File: src/lhbp_ram.sv
// Generic single-write, single-read RAM with a registered read port.
// A read at the address being written returns the old contents. No dependencies.

module lhbp_ram #(
	parameter int WIDTH = 8,
	parameter int DEPTH = 16
) (
	input  logic                     clk,
	input  logic                     we,
	input  logic [$clog2(DEPTH)-1:0] waddr,
	input  logic [WIDTH-1:0]         wdata,
	input  logic                     re,
	input  logic [$clog2(DEPTH)-1:0] raddr,
	output logic [WIDTH-1:0]         rdata
);

	logic [WIDTH-1:0] mem [DEPTH];

	always_ff @(posedge clk) begin
		if (we) begin
			mem[waddr] <= wdata;
		end
		if (re) begin
			rdata <= mem[raddr];
		end
	end

endmodule

File: config.mk
export PLATFORM = sky130hd
export DESIGN_NAME = lhbp_ram
export DESIGN_NICKNAME = d
export VERILOG_FILES = /design/src/lhbp_ram.sv
export SDC_FILE = /design/constraint.sdc
export NUM_CORES = 1
export LEC_CHECK = 0
export ABC_AREA = 1
export BUFFER_PORTS_ARGS = -buffer_cell sky130_fd_sc_hd__buf_2
export CAP_MARGIN = 20
export CORE_MARGIN = 8
export CORE_UTILIZATION = 41
export DETAILED_ROUTE_END_ITERATION = 10
export HOLD_SLACK_MARGIN = 0.15
export PLACE_DENSITY_LB_ADDON = 0.3
export SLEW_MARGIN = 20
export SYNTH_ARGS = -nofsm -noshare
export SYNTH_HDL_FRONTEND = slang
export SYNTH_SLANG_ARGS = --single-unit
File: constraint.sdc
create_clock -name clk -period 3.1 [get_ports clk]
set_clock_uncertainty 0.1 [all_clocks]
set_input_delay 0.155 -clock clk [delete_from_list [all_inputs] [get_ports clk]]
set_output_delay 0.155 -clock clk [all_outputs]
set_load 0.02 [all_outputs]
* Yosys cells after proc, flatten, opt, wreduce, memory -nomap -nowiden
Memory sizes are Yosys's and may differ from the RTL's. A register that Yosys moved wholly into a read port is not among the register bits. Index checks and enable logic that the tools add are counted.
Storage, ports and cells: register bits after elaboration 0, RAM bits 128, input port bits 19, output and inout port bits 8, word-level logic and storage cells 3, memories kept 1
Memory list:
- mem | depth 16, width 8, read ports 1, clocked after Yosys merged registers in 1, write ports 1, RTL line 17 | logic [WIDTH-1:0] mem [DEPTH];
Operators by class: mux-type cells 2
Operators by type and width (number):
- 1-bit two-way mux | 2

* Logic depth before layout (Yosys ltp)
depth after elaboration 2, mapped depth 8, gate-level depth less buffers 7

* Worst setup path before layout
OpenSTA, ideal clock, no wires.
path type input -> register, start point input waddr[2], end point memory mem[10][0], enable pin, library setup time 370 ps, data arrival time 736 ps, data required time 2630 ps, slack 1894 ps, stages on the path 2, path through nand3b_1 -> nor2_1
RTL lines:
- start, declared | RTL line 10 | input logic [$clog2(DEPTH)-1:0] waddr,
- end, declared | RTL line 17
No word-level cell before the write port.

==> reports/metrics.yaml <==
wirelength_um: 13800
leakage_nw: 2.87
vdd_ir_drop_max_uv: 379
cts.sinks: 136
route.detailed.drc: 0
p_comb_share_pct: 5.9
path_cells: "buf_2 > inv_2 > nand3_1 > nand3_1 > nand3_1 > nand2_1"
status: "completed"
rsz0062_at_grt: "false"
p_clk_share_pct: 46.9
rr_worst_depth: 6
reg2reg_slack_ns: 1.80
grt_usage_pct: 15.9
whs_ns: 0.223
grt_max_degree: 65
ant_nets: 0
synthTopCellsByArea: "edfxtp_1 70%, nand2_1 11%, nand3_1 8.3%"
worst_hold_path_type: "in -> reg"
first_pass_iters: 5
vias: 3891
grt_pass1_wl_um: 21500
arrival_ns: 1.60
cp-end-kind: "register"
finalSetupTns_ns: 0
slew_viol_final: 0
yosys_warnings: 0
htreeDepth: 4
viasPerCell: 5.01
insertion_delay_ns: 0.42
share_seq_of_total_power_pct: 47.1
power_switching_mw: 0.941
ys_seq_area_share_pct: 69.8
ys_ff_latch: 136
wire_per_inst_um: 17.7
yosysTopAreaCell: "edfxtp_1"
cp.required_ns: 3.16
worstHoldStart: "raddr[2]"
cts_buffers: 17
worstHoldPathCells: 4
cts_max_path_buffers: 2
yosysUniqueCellTypes: 11
diodes: 0
hold_viol: 0
cts_tree: "built"
synth_area_um2: 5850
setup_viol: 0
final_cell_mix: "173 x nand2_1, 136 x edfxtp_1, 100 x inv_1"
critical_path.max_fanout: 33
postCtsSetupBuffers: 0
dieArea_um2: 18300
avgSynthCellArea_um2: 10.6
root_buffer: "clkbuf_16"
die_h_um: 135
start_util_pct: 42.1
cp-start-kind: "input pin"
hpwl_um: 8740
max_freq_mhz: 650
coreArea_um2: 13900
hold_path_end: "rdata[7]"
path_class: "in -> reg"
synth_fp_nets: 570
layout.nets: 603
critical_path.startpoint: "raddr[1]"
max_stage_delay_ns: 0.52
worst_pin_slew_ns: 0.926
global_route.overflow_total: 0
grt_pass1_vias: 3945
p_per_area_nw_per_um2: 653
max_slew_margin_pct: 38.1
synth_top_cell_area_share_pct: 69.8
syn_inst: 551
p_sw_share_pct: 21.3
intPower_mw: 3.48
numPortBuffers: 26
rr_startpoint: "mem[15][2]"
die-width_um: 135
num_rows: 43
drt_iter0_drc: 490
cpMaxStageDelayCell: "buf_2"
fin_crit_ns: 1.54
antenna_found_initial: 0
cap_violations: 0
io_pins: 27
area_delta_synth_final_pct: 15.8
cpMostUsedCell: "nand3_1"
drive_above_1_share_pct: 9.55
gp_congestion: 0.844
r2r-end: "rdata[2]"
cts_resized: 0
clk_pin_slew_worst_paths_ns: 0.06
fin_crit_sh_pct: 49.6
layout_commonest_cell: "nand2_1"
## how the worst max path moves through the flow
stage                 end  slack [ns]  cells past startpoint
2_1_floorplan  mem[10][0]        1.89                      2
3_3_place_gp     rdata[0]        1.17                      6
3_5_place_dp     rdata[0]        1.16                      6
4_1_cts          rdata[2]        1.59                      6
5_1_grt          rdata[4]        1.48                      6
6_report         rdata[2]        1.56                      6
## routing by layer
layer / up-vias / GRT usage [%] / part of all wire, %
met5: - / 0 / 0
met1: 1899 / 21.4 / 46
li1: 1849 / - / -
met3: 21 / 3.71 / 5.8
met2: 122 / 24.7 / 47
met4: 0 / 5.92 / 1.8
## power groups by stage
stage                     clock (mW)  sequential [mW]  combinational (mW)
after floorplan                    0             2.13               0.145
after global placement             0             2.12               0.250
after detailed placement           0             2.12               0.251
after CTS                       2.10             2.08               0.262
after global routing            2.17             2.09               0.290
final                           2.08             2.08               0.261
## cell families (layout without fill, tap and decap cells)
logic type / count (synthesis) / count (layout) / synth area share (%)
buffers and inverters: 126 / 172 / 9.39
AND/OR/NAND/NOR: 289 / 289 / 20.8
flip-flops: 136 / 136 / 69.8
## cell usage after synthesis
cell type	number
buf_1	1
buf_2	13
buf_4	4
buf_6	6
edfxtp_1	136
inv_1	100
inv_2	2
nand2_1	173
nand3_1	97
nand3b_1	2
nor2_1	17
## critical path, delay by kind of cell
| family | cells | cell delay [ns] |
|---|---|---|
| buf+inv | 2 | 0.95 |
| simple gates | 4 | 0.47 |
## sequential cells by signal, indices dropped and copies added (netlist names)
| name | count |
|---|---|
| mem | 128 |
| rdata | 8 |
## cell type report
cell class                      instances  area [µm²]
Multi-Input combinational cell        289        1210
Fill cell                            1271        7110
Sequential cell                       136        4080
Inverter                              102         383
Timing Repair Buffer                   38         258
Clock buffer                           18         429
Clock inverter                         14         180
Tap cell                              180         225
## metrics by stage
| step | setup WS (ns) | cell area, µm² | utilization (%) | power [mW] | instances |
|---|---|---|---|---|---|
| floorplan | 1.89 | 5850 | - | 2.28 | 551 |
| global placement | 1.17 | 6060 | 43.7 | 2.37 | 735 |
| detailed placement | 1.16 | 6060 | 43.7 | 2.37 | 735 |
| CTS | 1.59 | 6770 | 48.8 | 4.44 | 777 |
| global route | 1.48 | 6770 | 48.8 | 4.54 | 777 |
| finish | 1.56 | 6770 | 48.8 | 4.42 | 777 |
## timing repair
action / CTS / global route
endpoints found under the hold margin: 144 / 0
endpoints found under the setup margin: 0 / 0
hold buffers: 10 / 0
Power figures use the tool's default switching activity.
